**src/rtl/particle_pool_update_defines.svh**
```systemverilog
// Assertion macros shared by the particle pool RTL.
`ifndef PARTICLE_POOL_UPDATE_DEFINES_SVH
`define PARTICLE_POOL_UPDATE_DEFINES_SVH

`ifndef ASSERT_OFF
// Same-cycle implication, checked on every clock edge out of reset.
`define PPU_ASSERT(label, ante, cons) \
  label: assert property (@(posedge clk) disable iff (!rst_n) (ante) |-> (cons)) \
    else $error("assertion failed");
// Next-cycle implication.
`define PPU_ASSERT_NXT(label, ante, cons) \
  label: assert property (@(posedge clk) disable iff (!rst_n) (ante) |=> (cons)) \
    else $error("assertion failed");
`else
`define PPU_ASSERT(label, ante, cons)
`define PPU_ASSERT_NXT(label, ante, cons)
`endif

`endif

```
**src/rtl/ppu_ram.sv**
```systemverilog
// Generic single-write, single-read RAM with registered read data.
`timescale 1ns / 1ps
`default_nettype none
module ppu_ram #(
  parameter int W = 8,
  parameter int D = 64,
  localparam int AW = (D > 1) ? $clog2(D) : 1
) (
  input  wire logic          clk,
  input  wire logic          we,
  input  wire logic [AW-1:0] waddr,
  input  wire logic [W-1:0]  wdata,
  input  wire logic [AW-1:0] raddr,
  output logic      [W-1:0]  rdata
);

  logic [W-1:0] mem [D];

  // write port
  always_ff @(posedge clk) begin
    if (we) begin
      mem[waddr] <= wdata;
    end
  end

  // registered read port
  always_ff @(posedge clk) begin
    rdata <= mem[raddr];
  end

endmodule
`default_nettype wire

```
**config.mk**
```make
export PLATFORM = sky130hd
export DESIGN_NAME = ppu_ram
export DESIGN_NICKNAME = d
export VERILOG_FILES = /design/src/rtl/particle_pool_update_defines.svh /design/src/rtl/ppu_ram.sv
export SDC_FILE = /design/constraint.sdc
export NUM_CORES = 1
export LEC_CHECK = 0
export BUFFER_PORTS_ARGS = -buffer_cell sky130_fd_sc_hd__buf_2
export CAP_MARGIN = 5
export CORE_MARGIN = 2
export CORE_UTILIZATION = 56
export DETAILED_ROUTE_END_ITERATION = 6
export GPL_ROUTABILITY_DRIVEN = 0
export PLACE_DENSITY = 0.84
export SYNTH_ARGS = -nofsm -noshare
export SYNTH_HDL_FRONTEND = slang
export SYNTH_SLANG_ARGS = --single-unit
```
**constraint.sdc**
```tcl
create_clock -name clk -period 2.1 [get_ports clk]
set_input_delay 0.42 -clock clk [delete_from_list [all_inputs] [get_ports clk]]
set_output_delay 0.42 -clock clk [all_outputs]
set_load 0.02 [all_outputs]
```
# ---- After elaboration in Yosys (flattened, before gate mapping)
# Memory sizes are Yosys's and may differ from the RTL's. A register that Yosys moved wholly into a read port is not among the register bits.
# Cells that the tools add are included.
dict set report totals {
  regBits 0
  ram_bits 512
  out_inout_bits 8
  in_bits 22
  memories 1
  elab_cells 3
}
dict set report classes {
  n_mux 2
}
# memory depth width read_ports rd_clocked_by_memory_dff write_ports line_no
set memory_table {}
lappend memory_table {mem 64 8 1 1 1 ppu_ram.sv:17} ;# logic [W-1:0] mem [D];
# operator count
set ops {}
lappend ops {{$mux 1} 2}

# ---- Longest topological paths before layout
dict set report logic_depth {
  depth_word 2
  ltp_mapped 9
  depth_no_buf 5
}

# ---- Worst setup path after synthesis
# No wires, ideal clock.
dict set report synth_path {
  kind {in2reg}
  startpoint {input port raddr[1]}
  endpoint {register rdata[3], read port of mem}
  path_buffers 3
  required_ns 1.972
  setup_ns 0.128
  path_stages 7
  slack_ns 0.012
  t_arrival_ns 1.960
  cell_sequence {buf_4 > buf_2 > buf_2 > mux4_2 > mux4_2 > o21ai_1 > o41ai_1}
}
# item line_no
set synth_lines {}
lappend synth_lines {{from (decl)} ppu_ram.sv:13} ;# input wire logic [AW-1:0] raddr,
lappend synth_lines {{to (decl)} ppu_ram.sv:14} ;# output logic [W-1:0] rdata

==> impl_metrics.json <==
{
  "synth_edf_count": 512,
  "cts.path.max_buffers": 3,
  "path_cells": "clkbuf_8 > buf_12 > mux4_2 > mux4_2 > o21ai_0 > nand2_1",
  "worstMarginPinSlew_ps": 1240,
  "cts_tree": "done",
  "max-cap-violations": 0,
  "die_h_um": 194,
  "cellLeakagePower_uw": 0.00762,
  "grt_usage": 0.248,
  "drtAntennaViolNets": 0,
  "endpoint_kind": "register",
  "vias": 10480,
  "drc": 2,
  "critPathKind": "in2reg",
  "tns_ps": 0,
  "ys_seq_area_frac": 0.770,
  "overflow": 0,
  "arrival_ps": 2530,
  "cts_setup_buffers": 0,
  "pwr_density_cell_nw_per_um2": 922,
  "finalWirelength_um": 46000,
  "synth_area_um2": 20200,
  "ir_drop_v": 0.000684,
  "syn_inst": 940,
  "cts_inserted_buffers": 50,
  "violations": "design-rule violations",
  "io_pins": 30,
  "nets": 1132,
  "max_freq_mhz": 479,
  "via_per_inst": 6.49,
  "die_w_um": 194,
  "worst-path-buf-inv": 2,
  "first_iter_violations": 1451,
  "met1_usage": 0.340,
  "yosysTopAreaCell": "edfxtp_1",
  "synth_cell_types": 40,
  "clk_pin_slew_ps": 60,
  "clock_latency_ps": 580,
  "cp_slowest_cell": "mux4_2",
  "maxSlewViolCount": 0,
  "skew_ps": 19.2,
  "rsz0062_at_grt": "false",
  "avgSynthCellArea_um2": 21.5,
  "synth_warnings": 0,
  "synthTopCellsByArea": "edfxtp_1 76%, mux4_2 14%, nor2_1 1.5%",
  "start_util": 0.568,
  "post-synth-top-count-cell": "edfxtp_1",
  "io_buffers": 29,
  "finalInstanceArea_um2": 23400,
  "synthTopCellsByCount": "512 x edfxtp_1, 126 x mux4_2, 83 x nor2_1",
  "drive_gt1_frac": 0.337,
  "post-route-util": 0.659,
  "crit_top_cell": "mux4_2",
  "critPathMaxStageDelay_ps": 540,
  "busiest_layer": "met2",
  "use_met3": 0.0411,
  "synth-seq-cells": 520,
  "dieArea_um2": 37500,
  "placed_area_um2": 21700,
  "path_max_fanout": 26,
  "core_um2": 35500,
  "clock-sinks": 520,
  "grt_pass1_vias": 10693,
  "num_rows": 69,
  "syn2layout_area_growth_pct": 16.0,
  "hold_viol": 0,
  "grt_max_degree": 65,
  "period_needed_ps": 2090,
  "slew_headroom": 0.174,
  "wl_per_cell_um": 28.5,
  "hold_path_class": "in2reg",
  "synth_flop_cell": "edfxtp_1",
  "finalSetupViolCount": 0,
  "dpl.hpwl_um": 27800,
  "gr-usage-met2": 0.409,
  "antenna_found_initial": 4,
  "fin_crit_sh": 0.993,
  "async_flop_share": 0,
  "cts_max_level": 2,
  "outcome": "finished, violations left",
  "synth_nets": 962,
  "total_power_uw": 21600,
  "crit_required_ps": 2540,
  "crit_path_start_kind": "primary input",
  "crit_family": "multiplexers",
  "cts-root-buf": "clkbuf_16",
  "grt_pass1_wl_um": 68700,
  "first_pass_iters": 7,
  "synth_top_cell_area_share": 0.762
}
-- state kept, by name, indices dropped and copies added (netlist names) --
signal	count
mem	512
rdata	8
-- layer usage --
layer / share of wire / up-vias
met5: 0.00089 / -
met4: 0.036 / 6
met3: 0.098 / 119
met2: 0.50 / 698
met1: 0.37 / 5385
li1: - / 4272
-- kinds of logic after synthesis --
group,share of synthesized area
flops,0.770
mux,0.159
simple gates,0.0339
compound gates,0.0207
buf+inv,0.0157
-- final timing paths --
check / start / end / slack (ps) / cells past startpoint
hold reg to reg: mem[30][4] / rdata[4] / 870 / 3
hold / removal: raddr[5] / rdata[2] / 260 / 3
setup / recovery: raddr[0] / rdata[7] / 10 / 6
setup reg to reg: mem[3][3] / rdata[3] / 50 / 5
-- where the power goes --
group,internal (uW),switching [uW]
clock network,5080,3780
registers,11500,40.9
logic,484,704
-- layout by cell type (no fill, tap or decap), drive strengths merged, types with 2 or more instances in the layout --
cell | Yosys | final
dfxtp | 8 | 8
o21a | 2 | 2
a2111oi | 2 | 2
o22ai | 8 | 8
nand3 | 13 | 13
o221ai | 8 | 8
clkinv | 0 | 23
nand2b | 7 | 7
mux2i | 23 | 23
a221oi | 6 | 6
o41ai | 2 | 2
edfxtp | 512 | 512
a211oi | 4 | 4
nand4 | 2 | 2
a21oi | 3 | 3
o2111ai | 3 | 3
o2bb2ai | 3 | 3
nand3b | 3 | 3
nor4 | 2 | 2
nor3 | 7 | 7
bufinv | 0 | 5
buf | 34 | 168
mux4 | 126 | 126
nand2 | 19 | 19
inv | 0 | 2
o21ai | 4 | 4
a22oi | 3 | 3
nor2b | 14 | 14
o221a | 2 | 2
o32ai | 2 | 2
mux2 | 13 | 13
clkinvlp | 0 | 4
nor2 | 83 | 83
clkbuf | 17 | 61
-- worst reg2reg max path: cells and delay by family (launching register included) --
family,cells,cell delay [ps]
compound gates,2,720
buf+inv,1,220
flops,1,380
mux,1,470
simple gates,1,140
-- repair_timing --
item / in CTS / in global routing
hold endpoints to repair: 0 / 0
resized for setup: 2 / 1
endpoints found under the setup margin: 2 / 2
pin swaps: 0 / 1
hold buffers: 0 / 0
-- metrics by stage --
step	hold WS [ps]	setup WS (ps)	cells
6_report	256	13.8	1614
3_5_place_dp	833	-575	1519
5_1_grt	250	29.1	1614
3_3_place_gp	823	-524	1519
2_1_floorplan	519	12.3	940
4_1_cts	239	24.0	1613
-- final cells by class --
| type | count | area [um^2] |
|---|---|---|
| diodes | 1 | 2.50 |
| well taps | 461 | 577 |
| clock inverters | 34 | 315 |
| clock buffers | 60 | 1310 |
| flip-flops and latches | 520 | 15500 |
| repair buffers | 169 | 1320 |
| multi-input cells | 369 | 4330 |
| fillers | 2077 | 12100 |
(Power assumes the default switching activity.)
