[src/rtl/particle_pool_update_defines.svh]
// Assertion macros shared by the particle pool RTL.
`ifndef PARTICLE_POOL_UPDATE_DEFINES_SVH
`define PARTICLE_POOL_UPDATE_DEFINES_SVH

`ifndef ASSERT_OFF
// Same-cycle implication, checked on every clock edge out of reset.
`define PPU_ASSERT(label, ante, cons) \
  label: assert property (@(posedge clk) disable iff (!rst_n) (ante) |-> (cons)) \
    else $error("assertion failed");
// Next-cycle implication.
`define PPU_ASSERT_NXT(label, ante, cons) \
  label: assert property (@(posedge clk) disable iff (!rst_n) (ante) |=> (cons)) \
    else $error("assertion failed");
`else
`define PPU_ASSERT(label, ante, cons)
`define PPU_ASSERT_NXT(label, ante, cons)
`endif

`endif

[src/rtl/ppu_alu.sv]
// Shared multiply, round and saturating add unit: base + round(rate * step / 2^16).
`timescale 1ns / 1ps
`default_nettype none
module ppu_alu (
  input  wire logic               clk,
  input  wire logic signed [23:0] rate,
  input  wire logic [15:0]        step,
  input  wire logic signed [23:0] base,
  output logic signed [23:0]      res
);

  logic signed [40:0] prod_r;
  logic signed [41:0] rnd;
  logic signed [25:0] inc;
  logic signed [26:0] sum;

  // multiply stage
  always_ff @(posedge clk) begin
    prod_r <= 41'(rate) * 41'($signed({1'b0, step}));
  end

  // round half up, add, saturate
  always_comb begin
    rnd = 42'(prod_r) + 42'sd32768;
    inc = 26'(rnd >>> 16);
    sum = 27'(base) + 27'(inc);
    if (sum > 27'sd8388607) begin
      res = 24'sh7FFFFF;
    end else if (sum < -27'sd8388608) begin
      res = 24'sh800000;
    end else begin
      res = 24'(sum);
    end
  end

endmodule
`default_nettype wire

[config.mk]
export PLATFORM = sky130hd
export DESIGN_NAME = ppu_alu
export DESIGN_NICKNAME = d
export VERILOG_FILES = /design/src/rtl/particle_pool_update_defines.svh /design/src/rtl/ppu_alu.sv
export SDC_FILE = /design/constraint.sdc
export NUM_CORES = 1
export LEC_CHECK = 0
export BUFFER_PORTS_ARGS = -buffer_cell sky130_fd_sc_hd__buf_2
export CELL_PAD_IN_SITES_DETAIL_PLACEMENT = 0
export CELL_PAD_IN_SITES_GLOBAL_PLACEMENT = 2
export CORE_MARGIN = 2
export CORE_UTILIZATION = 44
export CTS_CLUSTER_SIZE = 24
export DETAILED_ROUTE_END_ITERATION = 8
export PLACE_DENSITY = 0.95
export SYNTH_ARGS = -nofsm -noshare
export SYNTH_HDL_FRONTEND = slang
export SYNTH_SLANG_ARGS = --single-unit
[constraint.sdc]
create_clock -name clk -period 22.2 [get_ports clk]
set_input_delay 4.44 -clock clk [delete_from_list [all_inputs] [get_ports clk]]
set_output_delay 4.44 -clock clk [all_outputs]
set_load 0.1 [all_outputs]
Word-level counts from Yosys, hierarchy flattened
Cells that the tools add are included.
- output and inout port bits: 24
- input bits: 65
- word-level logic and storage cells: 8
- register bits: 41
- multipliers: 1
- add/sub/neg operators: 2
- order comparisons: 2
- mux-type cells: 2
- operator list (cell ; number):
    2-to-1 mux 24 bit ; 2
    adder 41 x 17 -> 42 bit, second input constant ; 1
    multiplier 24 x 17 -> 41 bit ; 1
    adder 24 x 26 -> 27 bit ; 1
    greater-than comparator 27 x 24 -> 1 bit, second input constant ; 1
    less-than comparator 27 x 24 -> 1 bit, second input constant ; 1

Longest topological paths before layout
- word-level depth: 5
- gate-level depth with buffers: 25
- gate-level depth less buffers: 24

Worst setup path after synthesis
No wires, ideal clock.
- path type: input port to output port
- from: input port base[0]
- to: output port res[10]
- data required time: 17.760 ns
- buffers on the path: 1
- slack: 10.466 ns
- arrival time: 7.294 ns
- stages on the path: 12
- cells stage by stage: ha_1 -> fa_1 -> a211oi_2 -> o21ai_0 -> and4_1 -> o31ai_2 -> o21ai_2 -> nor2_2 -> xnor2_1 -> o31a_1 -> buf_6 -> a21o_1
- longest elaborated chain between the ends: 4
- elaborated cells on any way between the ends: 5
- classes of those cells: 1 x add/sub; 2 x order compare; 2 x mux
- RTL lines (element ; RTL line ; source):
    start, declared ; ppu_alu.sv:8 ; input wire logic signed [23:0] base,
    adder 24 x 26 -> 27 bit (*) ; ppu_alu.sv:26 ; sum = 27'(base) + 27'(inc);
    less-than comparator 27 x 24 -> 1 bit ; ppu_alu.sv:29 ; end else if (sum < -27'sd8388608) begin
    2-to-1 mux 24 bit ; ppu_alu.sv:29 ;
    2-to-1 mux 24 bit (*) ; ppu_alu.sv:27 ; if (sum > 27'sd8388607) begin
    end, declared ; ppu_alu.sv:9 ; output logic signed [23:0] res
Every way passes the cells marked *; elsewhere a longest branch is shown, timed or not.

Worst setup path after layout
- from: input port base[0]
- to: output port res[22]
The elaborated chain is that of the path after synthesis.

==> out/qor.txt <==
Status -> complete, no violations
Placed insts -> 2298
CTS max path bufs -> 2
Gr ovfl total -> 0
Max Cap Viol -> 0
Synth Area in Adders -> 57.0%
F_max -> 79.9 MHz
Worst setup path startpoint -> base[0]
Syn Area/Cell -> 8.80 um2
Warnings from Yosys -> 0
GRT Overall Usage -> 22.1%
Multiplexer area fraction after synthesis -> 0.133%
Setup Fix Bufs, Post-CTS -> 0
Post-synthesis sequential area ratio -> 3.26%
Main synth FF type -> dfxtp_1
Cells after Synth -> 1814
Tmin final -> 12.52 ns
Post-Synth Simple-Gate Area -> 15.7%
FFs w/ async S/R, synth -> 0%
Max FO, Critical Path -> 23
Max reg flops -> 26
Drt pass-1 iters -> 5
Synthesized area -> 16000 um2
Wirelength, routed -> 38900 um
Share of cells above drive strength 1 -> 6.03%
RSZ-0062 raised after global routing -> false
Worst slew margin -> 44.3%
Pin count of the biggest net entering global routing -> 25
Rows -> 69
Final hold violation count -> 0
Layout Cells excl Fill -> 2303
Netlist cell types -> 58
Number of fill cells -> 3511
Setup violations, final -> 0
Utilization after layout -> 47.2%
First-pass GRT wire length -> 66800 um
DRC Markers -> 0
TritonCTS Buffers -> 3
CTS tree -> yes
Worst path required time -> 17.76 ns
Post-layout net count -> 2409
Largest Register -> prod_r
DP HPWL -> 31400 um
Die height -> 195 um
Tcrit/Tclk final -> 56.4%
Via count -> 11.8k
FF+latch area -> 520 um2
Clk slew on worst S/H paths -> 0.06 ns
Kind of critical path -> primary input to primary output
Worst Hold Launch -> rate[23]
CP Capture Type -> primary output
Max-slew violations -> 0
Vias in the first global route -> 13.3k
Drt via density -> 5.13
Slew at the pin closest to its max-slew limit -> 0.835 ns
Net Count, Synth -> 2381
Initial Utilization -> 44.8%
IO Pins -> 89
Die span in x -> 195 um
Syn-to-layout area delta -> 5.30%
Area of the multi-input gates -> 13500 um2
Hold buffers post-CTS -> 0
Max H-tree Level -> 1
#FFs+latches synth -> 26
Clk root buf -> clkbuf_16
Routed len/inst -> 16.9 um
Post-Synth XOR/XNOR Area -> 4.22%
Largest family of logic cells by synthesized area -> adder cells
Setup_tns -> 0 ns
Die area -> 37800 um2
CP arrival -> 8.08 ns
Worst Hold Class -> primary input to register
IO Port Bufs -> 88
CTS sink cnt -> 26
Final Wtd Congestion -> 0.837
EDFF count, synth -> 0
Top Registers -> prod_r (26)
Initial antenna violation count -> 0
Core ar. -> 35700 um2
Starting DRT DRC Count -> 588
Post-DRT Antenna Nets -> 0
Synth Area in Compound Gates -> 7.50%
Post-cts repair resize count -> 0
Startpoint types -> primary input
==> cells by family (layout without fill, tap and decap cells) <==
logic type               Yosys count  after routing
AND/OR/NAND/NOR                  529            529
buffers and inverters            507            534
adder cells (fa/ha/maj)          502            502
AO/OA/AOI/OAI                    171            171
XOR/XNOR                          77             77
flip-flops                        26             26
multiplexers                       2              2
other                              0              1
==> per-stage QoR <==
stage               instance area, um2  setup WS [ns]  hold slack [ns]
floorplan                        16000          10.47             5.27
global placement                 16700           9.80             5.63
detailed placement               16700           9.70             5.60
CTS                              16800           9.68             5.40
global route                     16800           9.38             5.47
finish                           16800           9.68             5.37
==> worst paths after layout <==
| path | to | slack [ns] | depth (start not counted) |
|---|---|---|---|
| max | res[22] | 9.68 | 13 |
| min | prod_r[40] | 5.37 | 8 |
==> critical path, cell delays in order <==
cell,delay (ns)
buf_2,0.10
ha_1,0.23
fa_1,0.44
a211oi_2,0.27
o21ai_0,0.20
and4_1,0.27
o31ai_2,0.32
o21ai_2,0.11
nor2_2,0.10
xnor2_1,0.18
o31a_1,0.73
o21bai_4,0.25
buf_2,0.43
==> Yosys cell counts (3+ instances only) <==
library cell | instances | share of area [%]
a211oi_1 | 3 | 0.14
a211oi_2 | 3 | 0.24
a21o_1 | 37 | 1.7
a21oi_1 | 47 | 1.5
a31o_2 | 3 | 0.16
a31oi_1 | 4 | 0.16
and2_1 | 153 | 6.0
and3_1 | 12 | 0.47
and4_1 | 3 | 0.16
buf_6 | 4 | 0.28
clkbuf_1 | 58 | 1.4
dfxtp_1 | 26 | 3.3
fa_1 | 376 | 47
ha_1 | 126 | 9.9
inv_1 | 442 | 10
nand2_1 | 273 | 6.4
nand2b_1 | 5 | 0.20
nand3_1 | 21 | 0.66
nand4_1 | 13 | 0.51
nor2_1 | 36 | 0.85
nor2b_1 | 3 | 0.12
nor3_1 | 5 | 0.16
o2111ai_1 | 3 | 0.16
o211ai_1 | 3 | 0.14
o21a_1 | 5 | 0.24
o21ai_0 | 24 | 0.75
o21ai_1 | 4 | 0.13
o21bai_1 | 6 | 0.28
o31a_1 | 3 | 0.16
o31ai_1 | 3 | 0.14
o31ai_2 | 3 | 0.24
xnor2_1 | 57 | 3.1
xor2_1 | 20 | 1.1
==> layer usage <==
metal  track usage [%]  wire, um
met1              28.2     16400
met2              40.8     19900
met3              2.22      1840
met4              4.22       811
met5                 0         0
==> cells in the final DEF, fill, tap and decap left out, types with 4 or more instances in the layout <==
cell type / instances
nor3_1: 5
a31oi_1: 4
a21o_1: 37
o21ai_1: 4
a21oi_1: 47
o21ai_0: 24
inv_1: 442
ha_1: 126
nand2b_1: 5
o21a_1: 5
nand4_1: 13
nand2_1: 273
xnor2_1: 57
o21bai_1: 6
dfxtp_1: 26
nand3_1: 21
fa_1: 376
and3_1: 12
and2_1: 153
xor2_1: 20
buf_2: 88
nor2_1: 36
==> final cells by class <==
cell class                 instances  share of cell area, %
clock buffer                       3                  0.446
timing repair buffer              88                   2.62
multi-input combinational       1281                   80.3
sequential                        26                   3.10
inverter                         442                   9.87
antenna                            1                 0.0149
tap                              461                   3.43
clock inverter                     1                  0.179
Power is not shown: default switching activity piles up to over one toggle a cycle in this logic, so the estimate is an artifact.
